===== src/hw/rtl/nrd_pkg.sv =====
// shared constants, types and command/status structs for the n-gram rank distance block
package nrd_pkg;

    localparam int PROFILE_DEPTH = 256;
    localparam int NGRAM_CHARS   = 5;
    localparam int CODE_W        = 40;
    localparam int USED_W        = 8 * NGRAM_CHARS;
    localparam int IDX_W         = $clog2(PROFILE_DEPTH);
    localparam int CNT_W         = $clog2(PROFILE_DEPTH + 1);
    localparam int DIST_W        = 24;
    localparam int MISS_W        = 9;
    localparam int PEN_W         = 16;

    localparam logic [CODE_W-1:0] CODE_MASK   = {CODE_W{1'b1}} >> (CODE_W - USED_W);
    localparam logic [PEN_W-1:0]  PEN_RESET   = PEN_W'(256);
    localparam logic [CNT_W-1:0]  DEPTH_CNT   = CNT_W'(PROFILE_DEPTH);
    localparam logic [DIST_W-1:0] DIST_MAX    = {DIST_W{1'b1}};
    localparam logic [MISS_W-1:0] MISS_MAX    = {MISS_W{1'b1}};

    typedef logic [CODE_W-1:0] code_t;
    typedef logic [CNT_W-1:0]  cnt_t;
    typedef logic [IDX_W-1:0]  idx_t;
    typedef logic [DIST_W-1:0] dist_t;
    typedef logic [MISS_W-1:0] miss_t;
    typedef logic [PEN_W-1:0]  pen_t;

    typedef struct packed {
        logic capture;
        logic ref_write;
        logic test_ovf_set;
        logic scan_start;
        logic scan_step;
        logic score;
        logic emit;
    } nrd_cmd_t;

    typedef struct packed {
        logic last;
        logic rank_full;
        logic scan_done;
        logic out_busy;
    } nrd_sts_t;

endpackage


===== src/hw/rtl/nrd_ctrl.sv =====
// controller state machine: sequences load, scan, score and result transfer
module nrd_ctrl (
    input  logic            clk,
    input  logic            rst_n,
    input  logic            in_valid,
    input  logic            in_kind,
    output logic            in_ready,
    input  nrd_pkg::nrd_sts_t sts,
    output nrd_pkg::nrd_cmd_t cmd
);
    import nrd_pkg::*;

    localparam logic [2:0] ST_IDLE  = 3'd0;
    localparam logic [2:0] ST_LOAD  = 3'd1;
    localparam logic [2:0] ST_TEST  = 3'd2;
    localparam logic [2:0] ST_SCAN  = 3'd3;
    localparam logic [2:0] ST_SCORE = 3'd4;
    localparam logic [2:0] ST_EMIT  = 3'd5;

    logic [2:0] state_reg;
    logic [2:0] state_next;

    always_comb
    begin
        state_next = state_reg;
        cmd        = '0;
        in_ready   = 1'b0;
        case (state_reg)
            ST_IDLE:
            begin
                in_ready = 1'b1;
                if (in_valid)
                begin
                    cmd.capture = 1'b1;
                    state_next  = in_kind ? ST_TEST : ST_LOAD;
                end
            end
            ST_LOAD:
            begin
                cmd.ref_write = 1'b1;
                state_next    = ST_IDLE;
            end
            ST_TEST:
            begin
                if (sts.rank_full)
                begin
                    cmd.test_ovf_set = 1'b1;
                    state_next       = sts.last ? ST_EMIT : ST_IDLE;
                end
                else
                begin
                    cmd.scan_start = 1'b1;
                    state_next     = ST_SCAN;
                end
            end
            ST_SCAN:
            begin
                cmd.scan_step = 1'b1;
                if (sts.scan_done)
                begin
                    state_next = ST_SCORE;
                end
            end
            ST_SCORE:
            begin
                cmd.score  = 1'b1;
                state_next = sts.last ? ST_EMIT : ST_IDLE;
            end
            ST_EMIT:
            begin
                if (!sts.out_busy)
                begin
                    cmd.emit   = 1'b1;
                    state_next = ST_IDLE;
                end
            end
            default:
            begin
                state_next = ST_IDLE;
            end
        endcase
    end

    always_ff @(posedge clk or negedge rst_n)
    begin
        if (!rst_n)
        begin
            state_reg <= ST_IDLE;
        end
        else
        begin
            state_reg <= state_next;
        end
    end

endmodule


===== config.mk =====
export PLATFORM = sky130hd
export DESIGN_NAME = nrd_ctrl
export DESIGN_NICKNAME = d
export VERILOG_FILES = /design/src/hw/rtl/nrd_pkg.sv /design/src/hw/rtl/nrd_ctrl.sv
export SDC_FILE = /design/constraint.sdc
export NUM_CORES = 1
export LEC_CHECK = 0
export BUFFER_PORTS_ARGS = -buffer_cell sky130_fd_sc_hd__buf_2
export CAP_MARGIN = 15
export CORE_AREA = 2 2 39 41
export CTS_CLUSTER_SIZE = 25
export DETAILED_ROUTE_END_ITERATION = 10
export DIE_AREA = 0 0 41 43
export GPL_TIMING_DRIVEN = 0
export HOLD_SLACK_MARGIN = 0.05
export PLACE_DENSITY_LB_ADDON = 0.05
export SLEW_MARGIN = 40
export SYNTH_ARGS = -nofsm -noshare
export SYNTH_HDL_FRONTEND = slang
export SYNTH_SLANG_ARGS = --single-unit

===== constraint.sdc =====
create_clock -name clk -period 1.6 [get_ports clk]
set_input_delay 0.08 -clock clk [delete_from_list [all_inputs] [get_ports clk]]
set_output_delay 0.08 -clock clk [all_outputs]
set_load 0.005 [all_outputs]

==> metrics list, run 1 <==
- The number of nets handed over by synthesis was 45.
- Number of levels in the clock H-tree: 1
- Synth area leaders: dfrtp_1 (24%), nor3b_1 (7.2%), nor3_1 (6.4%)
- Worst-skew pair later-pin latency: 240 ps
* Iteration count of the initial detailed-routing pass: 3
- GPL Wtd Cong: 0.7107
- Clock edge transition at the registers on the reported setup and hold paths: 40 ps
- IR analysis of the VDD net gives a maximum drop of 0.7611 mV.
- Required time reported for the critical path endpoint: 1520 ps
- The number of placed instances, taps included, is 68.
* Library cell contributing the largest single delay on the critical path: dfrtp_1
- Adding up every negative setup slack in the final design gives 0 ps.
* Final ANT Viol Nets: 0
* Area share of the largest cell type after synthesis: 0.2410
- Largest area contributor in the synthesized netlist: dfrtp_1
- The share of the Yosys chip area taken by registers is 0.2410.
- Setup repair after global routing missed its margin: false
- The worst setup path is launched from a flip-flop.
* Total design power: 0.7148 mW
- Number of nets in the layout: 66
- The final route contains 358 vias.
- Number of flip-flops in the largest register: 3
* Antenna violations before repair: 0
- For this configuration, the core starts out at a cell density of 0.2251.
- The repair_antennas step left the layout with diodes totalling 0.
* Top delay family on crit path: flip-flops
* Post-CTS sizing: 0
* Avg Cell Area, Syn: 8.420 um^2
* Final number of hold-violating endpoints: 0
- Summing all multi-input logic gate instances after layout gives 202.7 um^2.
* Total leakage power: 0.2144 nW
- DRC errors left: 0
* Clock tree from TritonCTS: yes
- The worst hold path belongs to the class primary input to flip-flop.
- On the worst path, the slowest cell contributes a delay of 440 ps.
* Ratio of final minimum period to clock period: 0.8800
- Compared with the post-synthesis result, the final layout area differs by 42.17%.
- In the final layout, flip-flops and latches occupy 75.07 um^2.
- Synth warnings: 0
* Detailed placer's ending HPWL: 599.2 um
- Maximum fanout count along the critical path: 10
- Cell count after synthesis: 37
* Final number of setup-violating endpoints: 0
* Distinct cells, synth: 24
- Y dimension of the die: 43 um
- Number of fillers in the final layout: 164
- Overall die area: 0.001763 mm^2
* Number of buffer and inverter stages on the critical path: 2
- After synthesis, the most frequently instantiated cells are nor3_1 (4), dfrtp_1 (3), nor2b_1 (3), nor3b_1 (3).
- Outcome: finished clean
- At the pin with the least slew margin, the transition time is 266.6 ps.
- Buffer cell driving the clock tree root: clkbuf_4
- Final number of max-transition violations: 0
- On the final layout, the worst clock skew is 1.814 ps.
- Counting along the longest clock path gives a buffer depth of 2.
* Clk sinks: 3
- Via count of the first global-routing pass: 332
- For this design the top-level I/O count stands at 16.
* Fmax achieved: 0.7102 GHz
* Worst path arrival time: 1330 ps
- In this run the tool buffered the top-level ports with 15 buffer cells.
* Post-synth ARST share: 1.000
- Counting flops with a built-in enable in the synthesized netlist gives 0.
* Sequence of cells on the critical path: buf_4 > nor4b_1 > buf_2
* Flop and latch count out of synthesis: 3
* Count of routing violations after the opening detailed-route iteration: 3
* Type of element capturing the critical path: output port
- TritonCTS created 3 clock buffers.
- In this run the standard cell core region covers 0.001384 mm^2.
* Maximum number of pins on one net before global-route repair: 11
- Cell Count, Final, Fillers Out: 73
- DR vias/cell: 4.904
- The clock period could shrink to 1408 ps.
- X dimension of the die: 41 um
- Max Cap Violations: 0
* Global-route wire length before repair: 1366 um
- Total power per unit cell area: 1614 mW/mm^2
- Worst setup path class: flip-flop to output port
* Cell with the most instances after synthesis: nor3_1
- Global routing finished with a remaining overflow of 0.
* Total wire length: 817 um
- Total track usage: 0.1187
* Syn Std Cell Area: 311.5 um^2
- Worst relative slew slack: 0.8212
- Of the cells placed in the final design, the portion with a size suffix greater than 1 is 0.4035.
* Synth Flop Type: dfrtp_1
- In the final routed layout, each cell accounts on average for 11.19 um.
- Total number of placement rows: 14
## repair_timing
action,CTS,global route
hold buffers,1,0
hold endpoints to repair,3,0
buffers inserted,0,0
## tightest hold or removal path, cell delays in order
cell and delay [ps]:
buf_2 90, nand3b_1 100, a21oi_1 60
## kinds of logic after synthesis
group / Yosys count / share of synthesized area
simple gates: 19 / 0.3976
flops: 3 / 0.2410
buf+inv: 5 / 0.1084
compound gates: 10 / 0.2530
## power by group
group / total [mW] / switching [mW] / internal, mW
Combinational: 0.429 / 0.209 / 0.221
Clock: 0.138 / 0.0439 / 0.0937
Sequential: 0.148 / 0.0399 / 0.108
Total: 0.715 / 0.292 / 0.422
## cell usage in the layout (no fill, tap or decap)
| cell | n |
|---|---|
| dlygate4sd3_1 | 1 |
| a2bb2oi_1 | 1 |
| clkbuf_4 | 3 |
| a211oi_1 | 1 |
| and2_1 | 1 |
| dfrtp_1 | 3 |
| a21oi_1 | 2 |
| nor2b_1 | 3 |
| nor4b_1 | 1 |
| o21ai_1 | 1 |
| inv_1 | 2 |
| buf_4 | 2 |
| buf_2 | 15 |
| o21ai_0 | 1 |
| a221o_1 | 1 |
| nand4b_1 | 1 |
| nand2b_1 | 1 |
| nor3b_1 | 3 |
| and3b_1 | 2 |
| clkbuf_1 | 1 |
| o21a_1 | 1 |
| nand2_1 | 1 |
| o21ai_2 | 1 |
| nor3_1 | 4 |
| buf_6 | 1 |
| nand3b_1 | 1 |
| o41ai_2 | 1 |
| nor2_1 | 1 |
## worst paths after layout
| kind | from | endpoint | slack, ps | depth (start not counted) |
|---|---|---|---|---|
| max reg2reg | state_reg[2] | state_reg[0] | 440 | 3 |
| max | state_reg[1] | cmd[0] | 190 | 3 |
| min reg2reg | state_reg[0] | state_reg[0] | 640 | 2 |
| min | sts[1] | state_reg[1] | 140 | 3 |
| min in group asynchronous | rst_n | state_reg[0] | 170 | 2 |
| max in group asynchronous | rst_n | state_reg[1] | 1330 | 2 |
## per-layer routing
layer / global-route usage / vias to the layer above / part of all wire
met5: 0 / - / 0
met3: 0.04712 / 4 / 0.071
met1: 0.1489 / 165 / 0.45
met2: 0.1500 / 13 / 0.45
met4: 0.1000 / 0 / 0.033
li1: - / 176 / -
## area by class of cell
type                            count  area share
Multi-Input combinational cell     29      0.4576
Timing Repair Buffer               16      0.1921
Sequential cell                     3      0.1695
Clock buffer                        4     0.05932
Buffer                              3     0.05932
Tap cell                           16     0.04520
Inverter                            2     0.01695
## stage by stage
step / cell area [um^2] / setup WS (ps) / utilization / hold WS (ps)
2_1_floorplan: 311.5 / 510.4 / - / -215.6
3_3_place_gp: 406.6 / 391.2 / 0.2939 / -127.0
3_5_place_dp: 406.6 / 435.9 / 0.2939 / -121.0
4_1_cts: 442.9 / 165.4 / 0.3201 / 138.7
5_1_grt: 442.9 / 69.30 / 0.3201 / 135.0
6_report: 442.9 / 192.0 / 0.3201 / 141.1
No activity file was read; power rests on OpenSTA's default activity.
==> inputs of run 2 (changes only) <==
--- a/config.mk
+++ b/config.mk
@@ -8,7 +8,7 @@
 export BUFFER_PORTS_ARGS = -buffer_cell sky130_fd_sc_hd__buf_2
 export CAP_MARGIN = 15
 export CORE_AREA = 2 2 39 41
-export CTS_CLUSTER_SIZE = 25
+export CTS_CLUSTER_SIZE = 12
 export DETAILED_ROUTE_END_ITERATION = 10
 export DIE_AREA = 0 0 41 43
 export GPL_TIMING_DRIVEN = 0
==> constraint.sdc (replaced) <==
create_clock -name clk -period 1.4 [get_ports clk]
set_input_delay 0.07 -clock clk [delete_from_list [all_inputs] [get_ports clk]]
set_output_delay 0.07 -clock clk [all_outputs]
set_load 0.005 [all_outputs]
==> metrics list, run 2 (same netlist as run 1, synthesis figures left out) <==
- The first-pass GRT wire length is 1393 um (+2.0%).
- Initial core utilization: 0.2251 (unchanged)
- Clock tree from TritonCTS: yes
- I/O pin total: 16 (unchanged)
* Y dimension of the die: 43 um (unchanged)
- Final ANT Viol Nets: 0 (unchanged)
* Final instance area: 484.2 um^2 (+9.3%)
- The setup total negative slack was 0 ps (unchanged).
* Final number of hold-violating endpoints: 0 (unchanged)
* Via count of the first global-routing pass: 336 (+1.2%)
- The number of CTS-inserted buffers came to 3 (unchanged).
- CP Launch Point: state_reg[1]
- The maximum number of pins on one net before global-route repair came to 11 (unchanged).
* Worst setup path class: flip-flop to output port
- The vias per cell was 4.986 (+1.7%).
- Crit start category: flip-flop
- The clock period could shrink to 1315 ps.
* Type of element capturing the critical path: output port
* Area added between synthesis and finish: 55.42%
- The core footprint is 0.001384 mm^2 (unchanged).
- The wire length per cell is 11.23 um (+0.34%).
- The static leakage was 0.2254 nW (+5.2%).
* Remaining Overflow, GRT: 0 (unchanged)
* Cell Area, Placed: 406.6 um^2 (unchanged)
- Number of nets in the layout: 67 (+1.5%)
- Ratio of final minimum period to clock period: 0.9394
* Worst-skew pair later-pin latency: 240 ps (about the same)
- The area occupied by multi-input gates came to 227.7 um^2 (+12%).
* Overall die area: 0.001763 mm^2 (unchanged)
- DRC errors left: 0 (unchanged)
- Antenna violations before repair: 0 (unchanged)
- The width of the chip came to 41 um (unchanged).
* Clock edge transition at the registers on the reported setup and hold paths: 40 ps (about the same)
- The number of input and output port buffers inserted is 15 (unchanged).
- Number of fillers in the final layout: 158 (-3.7%)
* Number of levels in the clock H-tree: 1 (unchanged)
* Total track usage: 0.1237 (+0.005030)
- Number of flip-flops in the largest register: 3 (unchanged)
- The count of TritonRoute iterations in the first routing pass was 3 (unchanged).
- Count of routing violations after the opening detailed-route iteration: 1 (-2)
- The number of max-slew violations in the final report is 0 (unchanged).
- The run finished with clean final reports.
- Worst relative slew slack: 0.8248 (+0.003636)
- Proportion of layout cells with a drive suffix above 1: 0.4828 (+0.07925)
- The routability-driven placement congestion ratio is 0.7107 (unchanged).
* Total power per unit cell area: 1919 mW/mm^2 (+19%)
* Worst path arrival time: 1250 ps (-80 ps)
* Final number of setup-violating endpoints: 0 (unchanged)
- Total design power: 0.9294 mW (+30%)
* Max Cap Violations: 0 (unchanged)
* Required time reported for the critical path endpoint: 1330 ps (-190 ps)
- Maximum fanout count along the critical path: 10 (unchanged)
- Total vias in the final route: 369 (+3.1%)
- The tree is rooted in a clkbuf_4.
* Reg2Reg Launch Point: state_reg[2]
- Post-Route Skew: 2.607 ps (+0.7930 ps)
* Detailed placer's ending HPWL: 599.2 um (unchanged)
- Maximum number of buffers from clock root to sink: 2 (unchanged)
- Hold Path Class: primary input to flip-flop
* Count of antenna diodes in the layout: 0 (unchanged)
- The number of rows created at floorplan is 14 (unchanged).
- Derived from the worst setup path, the maximum achievable clock frequency is 0.7603 GHz.
- Clk sinks: 3 (unchanged)
- The sequential cell area came to 76.32 um^2 (+1.7%).
* Slew at the pin with the worst max-slew slack: 261.2 ps (-5.421 ps)
- Total wire length: 831 um (+1.7%)
- Number of placed instances, taps included: 68 (unchanged)
* Peak supply drop: 0.7900 mV (+3.8%)
* Leading cell type in the layout, fill and taps excluded: buf_2
- The non-filler instance count after layout came to 74 (+1.4%).
- In this run the most critical hold path is launched from sts[1].
==> run 2: per-stage QoR <==
stage	hold slack [ps]	util	worst slack, ps
2_1_floorplan	-225.6	-	310.4
3_3_place_gp	-137.0	0.2939	191.2
3_5_place_dp	-131.0	0.2939	242.1
4_1_cts	125.0	0.3255	8.018
5_1_grt	119.7	0.3499	-6.311
6_report	129.3	0.3499	84.80
==> run 2: power breakdown <==
group / internal (mW) / switching [mW] / total, mW
logic: 0.321 / 0.268 / 0.589
clock network: 0.107 / 0.0510 / 0.158
registers: 0.126 / 0.0555 / 0.182
==> run 2: layout make-up <==
| cell class | count | share of cell area |
|---|---|---|
| Clock buffer | 4 | 0.05426 |
| Inverter | 2 | 0.01550 |
| Sequential cell | 3 | 0.1576 |
| Buffer | 3 | 0.06977 |
| Timing Repair Buffer | 17 | 0.1912 |
| Tap cell | 16 | 0.04134 |
| Multi-Input combinational cell | 29 | 0.4703 |
==> run 2: routing by layer <==
layer | track usage | wire length, um
met1 | 0.1521 | 350
met2 | 0.1531 | 390
met3 | 0.04712 | 57
met4 | 0.1200 | 32
met5 | 0 | 0
==> run 2: timing repair <==
action	in CTS	in global routing
resized for setup	2	5
buffers inserted	0	1
pin swaps	0	1
hold buffers	1	0
endpoints found under the setup margin	2	3
endpoints found under the hold margin	3	0
==> run 2: final timing paths <==
| kind | endpoint | slack, ps | cells after the start |
|---|---|---|---|
| min | state_reg[1] | 130 | 3 |
| max in group asynchronous | state_reg[1] | 1120 | 2 |
| max | cmd[6] | 80 | 4 |
| max reg2reg | state_reg[0] | 240 | 3 |
| min in group asynchronous | state_reg[0] | 160 | 2 |
| min reg2reg | state_reg[0] | 640 | 2 |
==> run 2: critical path: stages (launching register included) <==
cell and delay, ps:
dfrtp_2 450, buf_6 160, nor3_4 150, and2_1 140, buf_2 100
==> inputs of run 3 (changes only) <==
--- a/config.mk
+++ b/config.mk
@@ -5,7 +5,7 @@
 export SDC_FILE = /design/constraint.sdc
 export NUM_CORES = 1
 export LEC_CHECK = 0
-export BUFFER_PORTS_ARGS = -buffer_cell sky130_fd_sc_hd__buf_2
+export BUFFER_PORTS_ARGS = -buffer_cell sky130_fd_sc_hd__clkbuf_2
 export CAP_MARGIN = 15
 export CORE_AREA = 2 2 39 41
 export CTS_CLUSTER_SIZE = 12
==> metrics list, run 3 (same netlist as run 1, synthesis figures left out) <==
* Final number of hold-violating endpoints: 0 (unchanged)
- Number of placed instances, taps included: 68 (unchanged)
* Slew at the pin with the worst max-slew slack: 287.6 ps (+26.34 ps)
- Type of element capturing the critical path: output port
- Maximum fanout count along the critical path: 9 (-1)
- The final net count was 68 (+1.5%).
- The setup total negative slack was 0 ps (unchanged).
- Utilization after layout: 0.3499 (unchanged)
- The first-pass GRT wire length came to 1490 um (+7.0%).
- Total leakage power: 0.2257 nW (+0.11%)
* Required time reported for the critical path endpoint: 1330 ps (about the same)
* Total power per unit cell area: 1909 mW/mm^2 (-0.52%)
- The die area was 0.001763 mm^2 (unchanged).
* Count of antenna diodes in the layout: 0 (unchanged)
- Y dimension of the die: 43 um (unchanged)
- Proportion of layout cells with a drive suffix above 1: 0.4746 (-0.008182)
- Clock edge transition at the registers on the reported setup and hold paths: 40 ps (about the same)
- Detail-routed net length per standard cell: 11.27 um (+0.33%)
- Clk sinks: 3 (unchanged)
- Setup repair after global routing missed its margin: true
- Worst-skew pair later-pin latency: 240 ps (about the same)
* Cell Area, Placed: 406.6 um^2 (unchanged)
- The critical path data arrival time came to 1240 ps (about the same).
- The maximum count of clock buffers along a single path came to 2 (unchanged).
- Total number of placement rows: 14 (unchanged)
* Worst setup path class: flip-flop to output port
* X dimension of the die: 41 um (unchanged)
* Iteration count of the initial detailed-routing pass: 2 (-1)
- I/O pin total: 16 (unchanged)
- Total wire length: 845 um (+1.7%)
* Antenna violations before repair: 0 (unchanged)
- The detailed placer's ending HPWL was 608.9 um (+1.6%).
- The worst IR drop on VDD was 0.6201 mV (-22%).
- The number of CTS-inserted buffers is 3 (unchanged).
* Crit start category: flip-flop
- The area added between synthesis and finish came to 55.42% (unchanged).
- Outcome: finished clean
* DR vias/cell: 4.773 (-4.3%)
- The final worst clock skew came to 0.6025 ps (-2.005 ps).
* Max Cap Violations: 0 (unchanged)
- Leading cell type in the layout, fill and taps excluded: clkbuf_2
- The routability-driven placement congestion ratio was 0.7109 (about the same).
* Total vias in the final route: 358 (-3.0%)
- The total congestion overflow is 0 (unchanged).
* Clock tree from TritonCTS: yes
- The number of H-tree branching levels came to 1 (unchanged).
- The final standard cell area without fillers was 484.2 um^2 (unchanged).
* Cell Count, Final, Fillers Out: 75 (+1.4%)
- The global router's overall resource usage came to 0.1276 (+0.003896).
- Final number of setup-violating endpoints: 0 (unchanged)
- Fmax achieved: 0.7614 GHz (+0.13%)
- Number of flip-flops in the largest register: 3 (unchanged)
* Initial core utilization: 0.2251 (unchanged)
- Area of the placeable core: 0.001384 mm^2 (unchanged)
- DRC errors left: 0 (unchanged)
- The overall power of the completed layout is 0.9245 mW (-0.52%).
* Buffer cell driving the clock tree root: clkbuf_4
* Ratio of final minimum period to clock period: 0.9382 (-0.001250)
* Maximum number of pins on one net before global-route repair: 11 (unchanged)
- The path class of the tightest hold or removal check is primary input to flip-flop.
- The worst slew margin relative to its limit came to 0.8079 (-0.01692).
- Via count of the first global-routing pass: 361 (+7.4%)
- The number of input and output port buffers inserted was 15 (unchanged).
- Minimum clock period after layout: 1313 ps (-1.749 ps)
- Final ANT Viol Nets: 0 (unchanged)
- Count of routing violations after the opening detailed-route iteration: 1 (unchanged)
* Final number of max-transition violations: 0 (unchanged)
[run 3: timing repair]
action,in CTS,in global routing
hold endpoints to repair,3,0
endpoints found under the setup margin,2,3
buffers inserted,0,2
hold buffers,1,0
gates resized for setup,2,4
[run 3: power by group]
| part | switching [mW] | internal (mW) | leakage [nW] |
|---|---|---|---|
| Combinational | 0.273 | 0.322 | 0.173 |
| Sequential | 0.0476 | 0.126 | 0.0381 |
| Clock | 0.0490 | 0.107 | 0.0150 |
| Total | 0.369 | 0.555 | 0.226 |
[run 3: through the flow]
step	setup slack (ps)	hold WS (ps)
2_1_floorplan	310.4	-225.6
3_3_place_gp	191.2	-135.7
3_5_place_dp	227.5	-128.9
4_1_cts	19.51	133.9
5_1_grt	-2.461	135.3
6_report	86.55	133.0
[run 3: routing by layer]
| metal | GRT usage | vias up | share of wire |
|---|---|---|---|
| li1 | - | 181 | - |
| met1 | 0.1710 | 162 | 0.45 |
| met2 | 0.1656 | 12 | 0.46 |
| met3 | 0.01571 | 3 | 0.056 |
| met4 | 0.1200 | 0 | 0.028 |
| met5 | 0 | - | 0 |
[run 3: cell type report]
type,instances,area (um^2)
Fill cell,152,899.6
Multi-Input combinational cell,29,220.2
Timing Repair Buffer,18,100.1
Sequential cell,3,76.32
Buffer,3,33.78
Clock buffer,4,26.28
Tap cell,16,20.02
Inverter,2,7.507
[run 3: final timing paths]
path / to / cells after the start / slack, ps / startpoint
max in group asynchronous: state_reg[1] / 2 / 1120 / rst_n
setup reg to reg: state_reg[0] / 3 / 240 / state_reg[2]
hold / removal: state_reg[1] / 3 / 130 / sts[1]
hold reg to reg: state_reg[0] / 3 / 640 / state_reg[0]
setup / recovery: cmd[0] / 4 / 90 / state_reg[0]
min in group asynchronous: state_reg[2] / 2 / 160 / rst_n
[run 3: worst max-delay path, stage by stage, from the launching register on]
cell and delay (ps):
dfrtp_1 350, buf_6 150, inv_1 90, nor4b_2 270
clkbuf_2 150
